<file path="src/design/ugb_pkg.sv">
`timescale 1ns / 1ps
package ugb_pkg;

  localparam int MAX_COLS     = 32;
  localparam int MAX_ROWS     = 32;
  localparam int BUCKET_DEPTH = 16;
  localparam int COL_W        = $clog2(MAX_COLS);
  localparam int ROW_W        = $clog2(MAX_ROWS);
  localparam int CELL_W       = COL_W + ROW_W;
  localparam int NCELLS       = MAX_COLS * MAX_ROWS;
  localparam int SLOT_W       = $clog2(BUCKET_DEPTH);
  localparam int FILL_W       = SLOT_W + 1;
  localparam int ID_W         = 10;
  localparam int POS_W        = 16;
  localparam int CS_W         = 13;
  localparam int GRID_W       = 6;
  localparam int PADDR_W      = 4;
  localparam int PDATA_W      = 32;
  localparam int DIV_CNT_W    = $clog2(POS_W);

  localparam logic [1:0] OP_REGISTER = 2'd0;
  localparam logic [1:0] OP_CLEAR    = 2'd1;
  localparam logic [1:0] OP_QUERY    = 2'd2;
  localparam logic [1:0] OP_UNUSED   = 2'd3;

  localparam logic [1:0] KIND_ACK  = 2'd0;
  localparam logic [1:0] KIND_ID   = 2'd1;
  localparam logic [1:0] KIND_NONE = 2'd2;

  localparam logic [1:0] ST_OK      = 2'd0;
  localparam logic [1:0] ST_FULL    = 2'd1;
  localparam logic [1:0] ST_OUTSIDE = 2'd2;

  localparam logic [1:0] REG_CELL_SIZE = 2'd0;
  localparam logic [1:0] REG_GRID_COLS = 2'd1;
  localparam logic [1:0] REG_GRID_ROWS = 2'd2;

  typedef struct packed {
    logic [1:0]       opcode;
    logic [ID_W-1:0]  object_id;
    logic [POS_W-1:0] pos_x;
    logic [POS_W-1:0] pos_y;
  } in_word_t;

  typedef struct packed {
    logic [1:0]      kind;
    logic [ID_W-1:0] neighbour_id;
    logic [1:0]      status;
    logic            last;
  } out_word_t;

  typedef struct packed {
    logic             start;
    logic [POS_W-1:0] x;
    logic [POS_W-1:0] y;
    logic [CS_W-1:0]  divisor;
  } div_req_t;

  typedef struct packed {
    logic             done;
    logic [POS_W-1:0] qx;
    logic [POS_W-1:0] qy;
  } div_rsp_t;

endpackage

</file>
<file path="src/design/ugb_div.sv">
`timescale 1ns / 1ps
module ugb_div (
  input  logic               clk,
  input  logic               rst,
  input  ugb_pkg::div_req_t  req,
  output ugb_pkg::div_rsp_t  rsp
);
  import ugb_pkg::*;

  // two restoring dividers sharing one divisor, one quotient bit per cycle
  logic                     busy;
  logic [DIV_CNT_W-1:0]     cnt;
  logic [CS_W-1:0]          d;
  logic [CS_W-1:0]          rx, ry;
  logic [POS_W-1:0]         qx, qy;
  logic [CS_W:0]            tx, ty;
  logic                     gx, gy;
  logic                     done;

  always_comb begin
    tx = {rx, qx[POS_W-1]};
    ty = {ry, qy[POS_W-1]};
    gx = tx >= {1'b0, d};
    gy = ty >= {1'b0, d};
  end

  always_ff @(posedge clk) begin
    if (rst) begin
      busy <= 1'b0;
      done <= 1'b0;
      cnt  <= '0;
    end else begin
      done <= 1'b0;
      if (req.start) begin
        busy <= 1'b1;
        cnt  <= '0;
        d    <= (req.divisor == '0) ? CS_W'(1) : req.divisor;
        rx   <= '0;
        ry   <= '0;
        qx   <= req.x;
        qy   <= req.y;
      end else if (busy) begin
        rx  <= gx ? CS_W'(tx - {1'b0, d}) : tx[CS_W-1:0];
        ry  <= gy ? CS_W'(ty - {1'b0, d}) : ty[CS_W-1:0];
        qx  <= {qx[POS_W-2:0], gx};
        qy  <= {qy[POS_W-2:0], gy};
        cnt <= cnt + 1'b1;
        if (cnt == DIV_CNT_W'(POS_W - 1)) begin
          busy <= 1'b0;
          done <= 1'b1;
        end
      end
    end
  end

  assign rsp.done = done;
  assign rsp.qx   = qx;
  assign rsp.qy   = qy;
endmodule

</file>
<file path="config.mk">
export PLATFORM = sky130hd
export DESIGN_NAME = ugb_div
export DESIGN_NICKNAME = d
export VERILOG_FILES = /design/src/design/ugb_pkg.sv /design/src/design/ugb_div.sv
export SDC_FILE = /design/constraint.sdc
export NUM_CORES = 1
export LEC_CHECK = 0
export CAP_MARGIN = 25
export CORE_ASPECT_RATIO = 1.75
export CORE_MARGIN = 2
export CORE_UTILIZATION = 46
export DETAILED_ROUTE_END_ITERATION = 8
export DONT_BUFFER_PORTS = 1
export SLEW_MARGIN = 20
export SYNTH_ARGS = -nofsm -noshare
export SYNTH_HDL_FRONTEND = slang
export SYNTH_SLANG_ARGS = --single-unit
</file>
<file path="constraint.sdc">
create_clock -name clk -period 6.5 [get_ports clk]
set_input_delay 0.975 -clock clk [delete_from_list [all_inputs] [get_ports clk]]
set_output_delay 0.975 -clock clk [all_outputs]
set_load 0.01 [all_outputs]
</file>
==> summary.md, run 1 <==
The flow ran to the end, and the final reports show no timing, DRC or antenna violations. The largest vdd supply drop is 0.1847 mV. The die outline width is 79.48 µm. The via-per-instance ratio works out to 5.749.

The tool flagged a number of max-cap violations equal to 0. TritonCTS built the clock tree. Synthesis inferred 77 register bits. The first TritonRoute pass finished after 4 iterations.

At the placement stage, the worst setup path has a slack of 3326 ps. The run gives 0.8857 as the placer congestion estimate. During placement, the flow inserted port buffers numbering 0. The start point of the worst min-delay path is cnt[3]. Setup violations remaining at the end of the flow were counted as 0. For the gate count of the mapped netlist, the log shows 394. The tools report the starting density of the core as 0.4684. In the post-route analysis, the smallest setup slack over all paths is 3357 ps. The tools report the reg-to-reg startpoint as qx[15]. The detailed router placed 2955 vias in this run. In the routed design, unresolved DRC markers number 0.

After the first detailed-routing iteration, the DRC count stood at 87. The tools report the initial antenna violation count as 0. The via count of the first global-routing pass was 3180. The clock arrives with 6.177 ps of skew.

The run gives 10820 µm² as the total die area. The worst register-to-register path ends at rx[6]. After synthesis the cells add up to 4586 µm². 0 antenna diodes ended up in the layout. In this run, CTS created clock tree buffers numbering 9. The synthesized netlist contains 64 unique library cells.

Setup repair after global routing left no endpoint under its margin. In this run the power density over the cells is 294.0 nW/µm². Row generation in the floorplan step produced 48 rows. For the worst flop-to-flop path, the logic depth is 10. Setup total negative slack on the finished layout was measured at 0 ps.

The total congestion overflow after global routing came out at 0. The worst setup path is captured at a flip-flop. The run gives 2 as the worst-case clock buffer depth. The proportion of register bits with asynchronous set or reset after synthesis works out to 0.

Leaving out fill and tap cells, the most frequent cells in the layout are sky130_fd_sc_hd__edfxtp_1, sky130_fd_sc_hd__mux2_2, sky130_fd_sc_hd__nor2_1, sky130_fd_sc_hd__ha_1, sky130_fd_sc_hd__inv_1. The type of element launching the critical path was a flip-flop. The relative slew slack is 0.4817.

The height of the die was 136.1 µm. Clock tree synthesis selected as its root buffer the cell sky130_fd_sc_hd__clkbuf_16. The logs give 81 for the top-level I/O count and 0 for the number of buffers inserted to repair setup after CTS. For the pin with the worst max-slew slack, the measured transition is 777.5 ps. Hold violation count in the final report: 0.

Dominant synthesized flop cell: sky130_fd_sc_hd__edfxtp_1. The net count of the finished layout was 461; the core outline area was 9789 µm². The routed design has 9542 µm of wire.

Yosys printed 0 warnings. Across all register-to-register paths, the minimum setup slack is 3360 ps. Clock tree synthesis found a total of 77 sinks. The worst hold path terminates at done. The average wire length per cell after detail routing is 18.56 µm.

Type of the worst min-delay path: reg -> reg. The final worst-path cycle share works out to 0.4835. For the global-route wire length before repair, the log shows 15150 µm. Relative to the synthesized area, the layout overhead comes to 8.349%. The average cell area after synthesis was 11.64 µm².

The share of layout cells above drive strength 1 came out at 0.1799. In this run the remaining antenna-violating nets after routing total 0. After layout, the minimum clock period comes to 3143 ps. The number of enable-type register cells in the synthesized netlist is 71, and the number of instances on the worst hold path is 2. Combined global-route utilization of all metal layers: 0.1865. Derived from the worst setup path, the maximum achievable clock frequency is 318.2 MHz. Data on the critical path arrives at its endpoint at 3240 ps.

The run gives 340 ps as the latest clock arrival within the worst-skew pair. The critical path is of the reg -> reg type. The maximum fanout count along the critical path is 18. The number of gates resized after CTS was 0. The run gives 0.4911 as the part of the Yosys area used for sequential elements. The number of nets in the synthesized netlist is 471. Leaving out fill and tap cells, the most frequent cell in the layout is sky130_fd_sc_hd__edfxtp_1. The sum of net half-perimeters after detailed placement is 7073 µm. Clock-pin slew was measured on the worst setup and hold paths at 60 ps. The static leakage was 1.910 nW; the required time at the endpoint of the critical path was 6590 ps. Entering global routing, the biggest net connects 60 pins.

The total count of max-transition violations in the final report is 0, and the number of hold buffers added after CTS is 0. The H-tree was split into 3 levels.
## power breakdown
group	switching (mW)	leakage [nW]	internal (mW)
clock network	0.212	0.147	0.302
logic	0.178	1.03	0.144
registers	0.0297	0.730	0.595
## worst max-delay path by stage
| stage | end | slack (ps) | from |
|---|---|---|---|
| finish | rx[6] | 3360 | qx[15] |
| detailed placement | rx[6] | 3330 | qx[15] |
| floorplan | qx[0] | 2250 | req[45] |
| global placement | rx[3] | 3370 | qx[15] |
| CTS | rx[6] | 3330 | qx[15] |
| global route | rx[11] | 3090 | qx[15] |
## metrics by stage
| stage | hold WS [ps] | cell area [µm²] | std cells | power [mW] | utilization |
|---|---|---|---|---|---|
| floorplan | 466.1 | 4586 | 394 | 0.8981 | - |
| global placement | 487.4 | 4654 | 497 | 0.9537 | 0.4755 |
| detailed placement | 489.2 | 4666 | 498 | 0.9579 | 0.4766 |
| CTS | 504.9 | 4969 | 514 | 1.476 | 0.5075 |
| global route | 542.5 | 4969 | 514 | 1.531 | 0.5075 |
| finish | 503.4 | 4969 | 514 | 1.461 | 0.5075 |
## cell families (layout without fill, tap and decap cells)
logic type	Yosys count	after routing	share of synthesized area
fa+ha+maj	29	29	0.08240
xor+xnor	18	18	0.03438
buf+inv	47	42	0.04201
flops	77	77	0.4911
compound gates	77	77	0.1293
simple gates	99	99	0.1089
mux	47	47	0.1119
## final cells by class
type / count / area (µm²)
clock inverters: 7 / 77.57
inverters: 24 / 90.09
repair buffers: 2 / 18.77
well taps: 125 / 156.4
flip-flops and latches: 77 / 2252
fillers: 851 / 4821
clock buffers: 9 / 225.2
multi-input cells: 270 / 2148
## layer usage
| layer | vias up | global-route usage | routed length [µm] |
|---|---|---|---|
| met1 | 1419 | 0.2110 | 3671 |
| met4 | 0 | 0.09674 | 344 |
| met3 | 21 | 0.04316 | 399 |
| met2 | 71 | 0.3221 | 5126 |
| met5 | - | 0 | 0 |
| li1 | 1444 | - | - |
## synthesized netlist by cell type, types with 2 or more instances
cell | number | area share
sky130_fd_sc_hd__nor3_1 | 6 | 0.0065
sky130_fd_sc_hd__a21o_1 | 8 | 0.013
sky130_fd_sc_hd__a211oi_1 | 4 | 0.0065
sky130_fd_sc_hd__a31oi_1 | 5 | 0.0068
sky130_fd_sc_hd__mux2i_1 | 13 | 0.028
sky130_fd_sc_hd__fa_1 | 2 | 0.0087
sky130_fd_sc_hd__buf_1 | 4 | 0.0033
sky130_fd_sc_hd__nand4_1 | 5 | 0.0068
sky130_fd_sc_hd__inv_1 | 23 | 0.019
sky130_fd_sc_hd__o31ai_1 | 2 | 0.0033
sky130_fd_sc_hd__edfxtp_1 | 71 | 0.46
sky130_fd_sc_hd__a21oi_1 | 16 | 0.017
sky130_fd_sc_hd__dfxtp_1 | 6 | 0.026
sky130_fd_sc_hd__and3_1 | 4 | 0.0055
sky130_fd_sc_hd__mux2_2 | 34 | 0.083
sky130_fd_sc_hd__or2_2 | 2 | 0.0027
sky130_fd_sc_hd__ha_1 | 27 | 0.074
sky130_fd_sc_hd__a211oi_2 | 4 | 0.011
sky130_fd_sc_hd__buf_4 | 2 | 0.0033
sky130_fd_sc_hd__and2_1 | 2 | 0.0027
sky130_fd_sc_hd__xnor2_1 | 13 | 0.025
sky130_fd_sc_hd__nand3_1 | 5 | 0.0055
sky130_fd_sc_hd__o21ai_0 | 8 | 0.0087
sky130_fd_sc_hd__o21ai_1 | 2 | 0.0022
sky130_fd_sc_hd__nor2_2 | 3 | 0.0041
sky130_fd_sc_hd__nor2b_1 | 5 | 0.0068
sky130_fd_sc_hd__nand2_1 | 19 | 0.016
sky130_fd_sc_hd__nor4_1 | 4 | 0.0055
sky130_fd_sc_hd__clkbuf_1 | 15 | 0.012
sky130_fd_sc_hd__o21a_1 | 7 | 0.011
sky130_fd_sc_hd__o31a_1 | 2 | 0.0038
sky130_fd_sc_hd__and4_1 | 2 | 0.0038
sky130_fd_sc_hd__nor2_1 | 34 | 0.028
sky130_fd_sc_hd__xor2_1 | 5 | 0.0095
## sequential cells by signal, indices dropped and copies added (netlist names)
name and cells:
done 1, d 13, rx 13, busy 1, ry 13, cnt 4, qx 16, qy 16
## critical path, stage by stage, from the launching register on
cell	delay (ps)
sky130_fd_sc_hd__edfxtp_1	440
sky130_fd_sc_hd__inv_1	70
sky130_fd_sc_hd__ha_1	220
sky130_fd_sc_hd__fa_1	410
sky130_fd_sc_hd__and2b_1	290
sky130_fd_sc_hd__o21bai_4	80
sky130_fd_sc_hd__a31oi_1	260
sky130_fd_sc_hd__o21ai_1	180
sky130_fd_sc_hd__o21ai_4	620
sky130_fd_sc_hd__mux2i_1	270
sky130_fd_sc_hd__nor2_1	50
No activity file was read; power rests on OpenSTA's default activity.
==> run 2, diff against run 1 <==
Clock period 6.5 ns to 2.9 ns, I/O delays scaled along.
==> summary.md, run 2 (synthesized netlist as in run 1, its figures left out) <==
Layout filler cell count: 841 (-1.2%). The wire length on met3 is 478 µm (+20%), and the routed metal-1 wirelength is 3651 µm (-0.54%). The via-per-instance ratio came out at 5.758 (+0.16%).

The number of buffer cells added on primary ports came out at 0 (unchanged). Clock tree synthesis selected as its root buffer the cell sky130_fd_sc_hd__clkbuf_16. The run gives 59 (-1.7%) as the maximum number of pins on one net before global-route repair.

The tools report the number of max-capacitance violations reported as 0 (unchanged). The count of buffering cells on the critical path with inverters included came out at 1 (unchanged). The actual transition at the worst max-transition pin works out to 491.9 ps (-285.6 ps). Reg-to-reg startpoint: d[0]. Post-detailed-route DRC marker count: 0 (unchanged).

The clock period minus worst slack is 2742 ps (-401.1 ps). Total wirelength of the detailed-routed design: 9980 µm (+4.6%). The average wire length per cell after detail routing was 19.01 µm (+2.4%). The tools report the core outline area as 9789 µm² (unchanged). The cell with the biggest individual delay on the critical path was sky130_fd_sc_hd__edfxtp_1. The layout overhead on the synthesized area was 10.86%.

The tools report the combined global-route utilization of all metal layers as 0.1933 (+0.006806). Share of layout cells above drive strength 1: 0.1975 (+0.01755). The final worst-path cycle share was 0.9454 (+0.4619). Cell type group with the largest total delay on the critical path: compound AO/OA/AOI/OAI gates. The largest registers in the layout are qx x16, qy x16.

The power density of the placed cells came out at 663.2 nW/µm² (+130%). The logs give 0 ps (unchanged) for the accumulated negative setup slack and 0 (unchanged) for the number of antenna repair diodes. Worst-case reg-to-reg path depth: 10 (unchanged). The die outline width works out to 79.48 µm (unchanged). The reg-to-reg endpoint is rx[7].

The run gives 135 (+55%) as the iteration-0 DRC count of the detailed router. The maximum achievable frequency was 364.8 MHz (+15%); the maximum fanout count along the critical path was 18 (unchanged). The height of the die is 136.1 µm (unchanged). TritonCTS built the clock tree. The logs give 0 (unchanged) for the number of nets with antenna violations after routing and 0 (unchanged) for the total count of max-transition violations in the final report. The sum of net half-perimeters after detailed placement is 7549 µm (+6.7%).

For the relative slew slack, the log shows 0.6708 (+0.1892). The clock slew at the register clock pins of the worst setup and hold paths came out at 60 ps (about the same). The path class of the tightest hold or removal check is in -> reg.

The worst setup path category is reg -> reg. The signal on the critical path passes through ha_1 -> fa_1 -> and2b_1 -> o21bai_4 -> a31oi_1 -> o21ai_1 -> o21ai_4 -> buf_12 -> mux2i_1 -> nor2_1. The logs give 48 (unchanged) for the site row count and 81 (unchanged) for the top-level I/O count. Most common cell after layout, fill and taps aside: sky130_fd_sc_hd__edfxtp_1. The tools report the via count of the first global-routing pass as 3124 (-1.8%). Setup repair after global routing left no endpoint under its margin.

For the worst path arrival time, the log shows 2830 ps (-410 ps). The tools report the via count of the routed design as 3023 (+2.3%). In this run the worst setup path begins at d[0]. The placer congestion estimate came out at 0.8674 (-2.1%).

The type of element launching the critical path is a flip-flop. For the number of search-and-repair iterations in the first detailed-routing pass, the log shows 4 (unchanged). The net count of the finished layout came out at 472 (+2.4%). Required time at the endpoint of the critical path: 2990 ps (-3600 ps). The run gives 0 (unchanged) as the post-CTS resize count. The run gives 1.973 nW (+3.3%) as the static leakage.

In the layout the commonest cells are sky130_fd_sc_hd__edfxtp_1, sky130_fd_sc_hd__mux2_2, sky130_fd_sc_hd__nor2_1, sky130_fd_sc_hd__ha_1, sky130_fd_sc_hd__inv_1. The largest vdd supply drop is 0.5410 mV (+190%), and the total die area is 10820 µm² (unchanged). The highest cell delay on the worst timing path is 410 ps (-210 ps), and the total clock sinks is 77 (unchanged). The latest clock arrival within the worst-skew pair was 340 ps (about the same); the worst clock skew was 6.999 ps (+0.8223 ps). The most critical setup path has its endpoint at rx[7].

The worst hold slack was 189.0 ps (-314.3 ps). The run finished with clean final reports. The tools report the hold violation count in the final report as 0 (unchanged). The worst setup path is captured at a flip-flop.

The logs give 0 (unchanged) for the total of endpoints with negative setup slack in the final report and 160 ps (-3200 ps) for the minimum setup slack among reg-to-reg paths. The initial antenna violation count is 0 (unchanged). The H-tree depth is 3 (unchanged).

The uppermost signal routing layer after detailed routing is met4. The number of clock buffers inserted by TritonCTS is 9 (unchanged). The total congestion overflow after global routing came out at 0 (unchanged). The cell depth of the worst setup path is 10 (unchanged), and the starting density of the core is 0.4684 (unchanged). The worst-case clock buffer depth came out at 2 (unchanged).

The routed length on met2 is 5500 µm (+7.3%). The global-route wire length before repair was 15770 µm (+4.1%).
-- run 2: cell count changes in the layout (fill, tap and decap cells not counted), sizes merged --
cell,delta
clkbuf,+1
bufinv,+1
clkinv,+1
buf,+11
inv,-3
-- run 2: routing by layer --
layer	GRT usage	vias up
met5	0	-
met2	0.3459	93
li1	-	1466
met3	0.04449	28
met4	0.09866	0
met1	0.2084	1436
-- run 2: how the worst min path moves through the flow --
stage                 from  cells past startpoint  endpoint  slack (ps)
floorplan           cnt[3]                      2      done         470
global placement    cnt[3]                      2      done         480
detailed placement  cnt[3]                      2      done         490
CTS                 req[3]                      0      d[3]         180
global route        req[3]                      0      d[3]         180
finish              req[3]                      0      d[3]         190
-- run 2: what timing repair did --
action,CTS,global route
setup endpoints to repair,0,1
setup buffers,0,2
hold buffers,0,0
-- run 2: cell type report --
class	instances	area, µm²	area share
clock buffer	10	229.0	0.04504
inverter	24	90.09	0.01772
sequential	77	2252	0.4430
timing repair buffer	13	122.6	0.02412
tap	125	156.4	0.03077
clock inverter	6	85.08	0.01674
multi-input combinational	270	2148	0.4226
-- run 2: stage by stage --
step	total power [mW]	cells	worst slack [ps]	utilization	area, µm²
after global routing	3.520	525	2.449	0.5193	5084
after global placement	2.184	507	88.68	0.4857	4755
final	3.371	525	158.5	0.5193	5084
after detailed placement	2.192	507	111.4	0.4857	4755
after floorplan	2.012	394	157.2	-	4588
after CTS	3.390	523	106.8	0.5178	5069
-- run 2: where the power goes --
part | switching (mW) | internal, mW | total [mW] | leakage, nW
Sequential | 0.0653 | 1.33 | 1.40 | 0.730
Combinational | 0.420 | 0.355 | 0.775 | 1.09
Clock | 0.445 | 0.752 | 1.20 | 0.151
Total | 0.931 | 2.44 | 3.37 | 1.97
==> run 3, diff against run 2 <==
Settings changed: CELL_PAD_IN_SITES_DETAIL_PLACEMENT set to 0, CELL_PAD_IN_SITES_GLOBAL_PLACEMENT set to 1, CTS_BUF_LIST set to sky130_fd_sc_hd__clkbuf_8, PLACE_DENSITY_LB_ADDON set to 0.1.
==> summary.md, run 3 (synthesized netlist as in run 1, its figures left out) <==
Cell with the biggest individual delay on the critical path: sky130_fd_sc_hd__edfxtp_1. The run gives 9 (unchanged) as the number of clock buffers inserted by TritonCTS. The largest registers in the layout are qx x16, qy x16. The logs give 10820 µm² (unchanged) for the total die area and 0.262 (-0.093) for the clock network fraction of design power.

The tools report the number of search-and-repair iterations in the first detailed-routing pass as 4 (unchanged). The worst-case clock buffer depth was 2 (unchanged); the layout filler cell count was 901 (+7.1%). The tools report the starting density of the core as 0.4684 (unchanged). The final worst-path cycle share was 0.9331 (-0.01228); the maximum achievable frequency was 369.6 MHz (+1.3%). The worst-case reg-to-reg path depth was 10 (unchanged). STA classifies the critical path startpoint as a flip-flop. The clock period minus worst slack was 2706 ps (-35.60 ps); the highest cell delay on the worst timing path was 430 ps (+20 ps).

The type of destination of the critical path was a flip-flop. The critical path in this run is classified as reg -> reg. The share of power burned in registers was 0.475 (+0.060); the worst hold slack was 164.1 ps (-24.91 ps). The relative slew slack is 0.6683 (-0.002512). The via-per-instance ratio is 5.743 (-0.26%), and the latest clock arrival within the worst-skew pair is 360 ps (+20 ps). The number of hold buffers added after CTS came out at 0 (unchanged). The library cell used most frequently in the layout, excluding fill and tap cells, is sky130_fd_sc_hd__edfxtp_1. The maximum number of pins on one net before global-route repair was 59 (unchanged).

The worst register-to-register path begins at d[1]. The largest vdd supply drop is 0.3508 mV (-35%). The startpoint identified for the worst hold timing path is req[3]. The maximum fanout count along the critical path is 3 (-15). The summed area of non-filler cells in the final layout is 4957 µm² (-2.5%), and the minimum setup slack among reg-to-reg paths is 190 ps (+40 ps). The global-route wire length before repair was 15590 µm (-1.1%); the share of layout cells above drive strength 1 was 0.2050 (+0.007500).

The flow ran to the end, and the final reports show no timing, DRC or antenna violations. Actual transition at the worst max-transition pin: 495.7 ps (+3.755 ps). The multi-input logic area is 2156 µm² (+0.35%).

The run gives 4762 µm² (+0.16%) as the instance area after placement. The average wire length per cell after detail routing was 19.16 µm (+0.77%); the proportion of total power due to net switching was 0.3162 (+0.04014). The hold violation count in the final report was 0 (unchanged). The logs give 0.8389 (-3.3%) for the placer congestion estimate and 2820 ps (about the same) for the worst path arrival time. Clock tree root driver cell: sky130_fd_sc_hd__clkbuf_8.

The net count of the finished layout is 472 (unchanged). Number of nets with antenna violations after routing: 0 (unchanged). The total wirelength of the detailed-routed design was 10060 µm (+0.77%).

The run gives 0 (unchanged) as the post-detailed-route DRC marker count. The number of max-capacitance violations reported is 0 (unchanged). The path with the worst hold slack has its endpoint at d[3]. The tools report the iteration-0 DRC count of the detailed router as 71 (-47%).

The logs give 9789 µm² (unchanged) for the core outline area and 0 (unchanged) for the total congestion overflow after global routing. The library cells used most frequently in the layout, excluding fill and tap cells, are sky130_fd_sc_hd__edfxtp_1, sky130_fd_sc_hd__mux2_2, sky130_fd_sc_hd__nor2_1, sky130_fd_sc_hd__ha_1, sky130_fd_sc_hd__inv_1. The die outline width is 79.48 µm (unchanged), and the total of endpoints with negative setup slack in the final report is 0 (unchanged). The sum of net half-perimeters after detailed placement was 7481 µm (-0.90%). Top-level I/O count: 81 (unchanged).

The endpoint identified for the worst register-to-register timing path is rx[9]. For the final design utilization, the log shows 0.5064 (-0.01291). Walking the worst path, the cells encountered are inv_1 -> ha_1 -> nor2b_1 -> o31a_1 -> o41ai_2 -> buf_4 -> o21ba_1 -> mux2_2 -> o211ai_1 -> o21ai_1. Setup repair after global routing left no endpoint under its margin.

The via count of the first global-routing pass is 3230 (+3.4%), and the initial antenna violation count is 0 (unchanged). The internal power was 2.007 mW (-18%); the power density of the placed cells was 592.0 nW/µm² (-11%). Static leakage: 1.910 nW (-3.2%). The run gives 3020 ps (+30 ps) as the required time at the endpoint of the critical path. The site row count is 48 (unchanged), and the layout overhead on the synthesized area is 8.104%. For the total count of max-transition violations in the final report, the log shows 0 (unchanged). The run gives 0 (unchanged) as the number of antenna repair diodes. Sequential cell area: 2252 µm² (unchanged). The logs give 77 (unchanged) for the total clock sinks and 0.9281 mW (-0.29%) for the switching power total. TritonCTS built the clock tree. The tools report the via count of the routed design as 3015 (-0.26%). The accumulated negative setup slack came out at 0 ps (unchanged).

The number of buffer cells added on primary ports is 0 (unchanged), and the share of power burned in combinational logic is 0.263 (+0.033). Type of the worst min-delay path: in -> reg. The H-tree depth is 3 (unchanged), and the height of the die is 136.1 µm (unchanged). The worst clock skew was 10.35 ps (+3.350 ps).

The number of instances on the worst hold path works out to 0 (unchanged). The combined global-route utilization of all metal layers was 0.1941 (+0.0008197); the clock slew at the register clock pins of the worst setup and hold paths was 90 ps (+30 ps).
==> run 3: how the worst max path moves through the flow <==
stage,from,end,cells after the start
floorplan,req[45],qx[0],3
global placement,d[1],rx[9],10
detailed placement,d[1],rx[9],10
CTS,d[1],rx[9],10
global route,qy[15],ry[8],11
finish,d[1],rx[9],10
==> run 3: power groups by stage <==
stage               Clock (mW)  Combinational (mW)  Sequential [mW]
finish                   0.769               0.772             1.39
floorplan                    0               0.606             1.41
detailed placement           0               0.771             1.42
global route             0.825               0.848             1.41
global placement             0               0.766             1.42
CTS                      0.793               0.776             1.40
==> run 3: cell type report <==
class,instances,area share
Sequential cell,77,0.4543
Multi-Input combinational cell,270,0.4349
Tap cell,125,0.03155
Clock buffer,9,0.02499
Timing Repair Buffer,13,0.02474
Inverter,24,0.01817
Clock inverter,7,0.01136
==> run 3: layer usage <==
metal / vias up / GRT usage / share of wire
li1: 1459 / - / -
met1: 1454 / 0.2096 / 0.37
met2: 86 / 0.3487 / 0.55
met3: 16 / 0.04914 / 0.051
met4: 0 / 0.08908 / 0.025
met5: - / 0 / 0
==> run 3: worst max-delay path, delay by kind of cell (launching register included) <==
| family | cells | cell delay (ps) |
|---|---|---|
| flops | 1 | 430 |
| buf+inv | 2 | 260 |
| fa+ha+maj | 1 | 310 |
| simple gates | 1 | 160 |
| mux | 1 | 360 |
| compound gates | 5 | 950 |
==> run 3: repair_timing <==
action                                 CTS  global route
setup endpoints to repair                0             1
setup buffers                            0             1
endpoints found under the hold margin    0             0
gates resized for setup                  0             1
==> run 3: metrics by stage <==
| stage | power, mW | std cells | setup WS, ps |
|---|---|---|---|
| final | 2.935 | 525 | 194.1 |
| after global routing | 3.079 | 525 | 34.50 |
| after CTS | 2.966 | 524 | 106.5 |
| after detailed placement | 2.192 | 508 | 111.7 |
| after global placement | 2.187 | 508 | 99.67 |
| after floorplan | 2.012 | 394 | 157.2 |
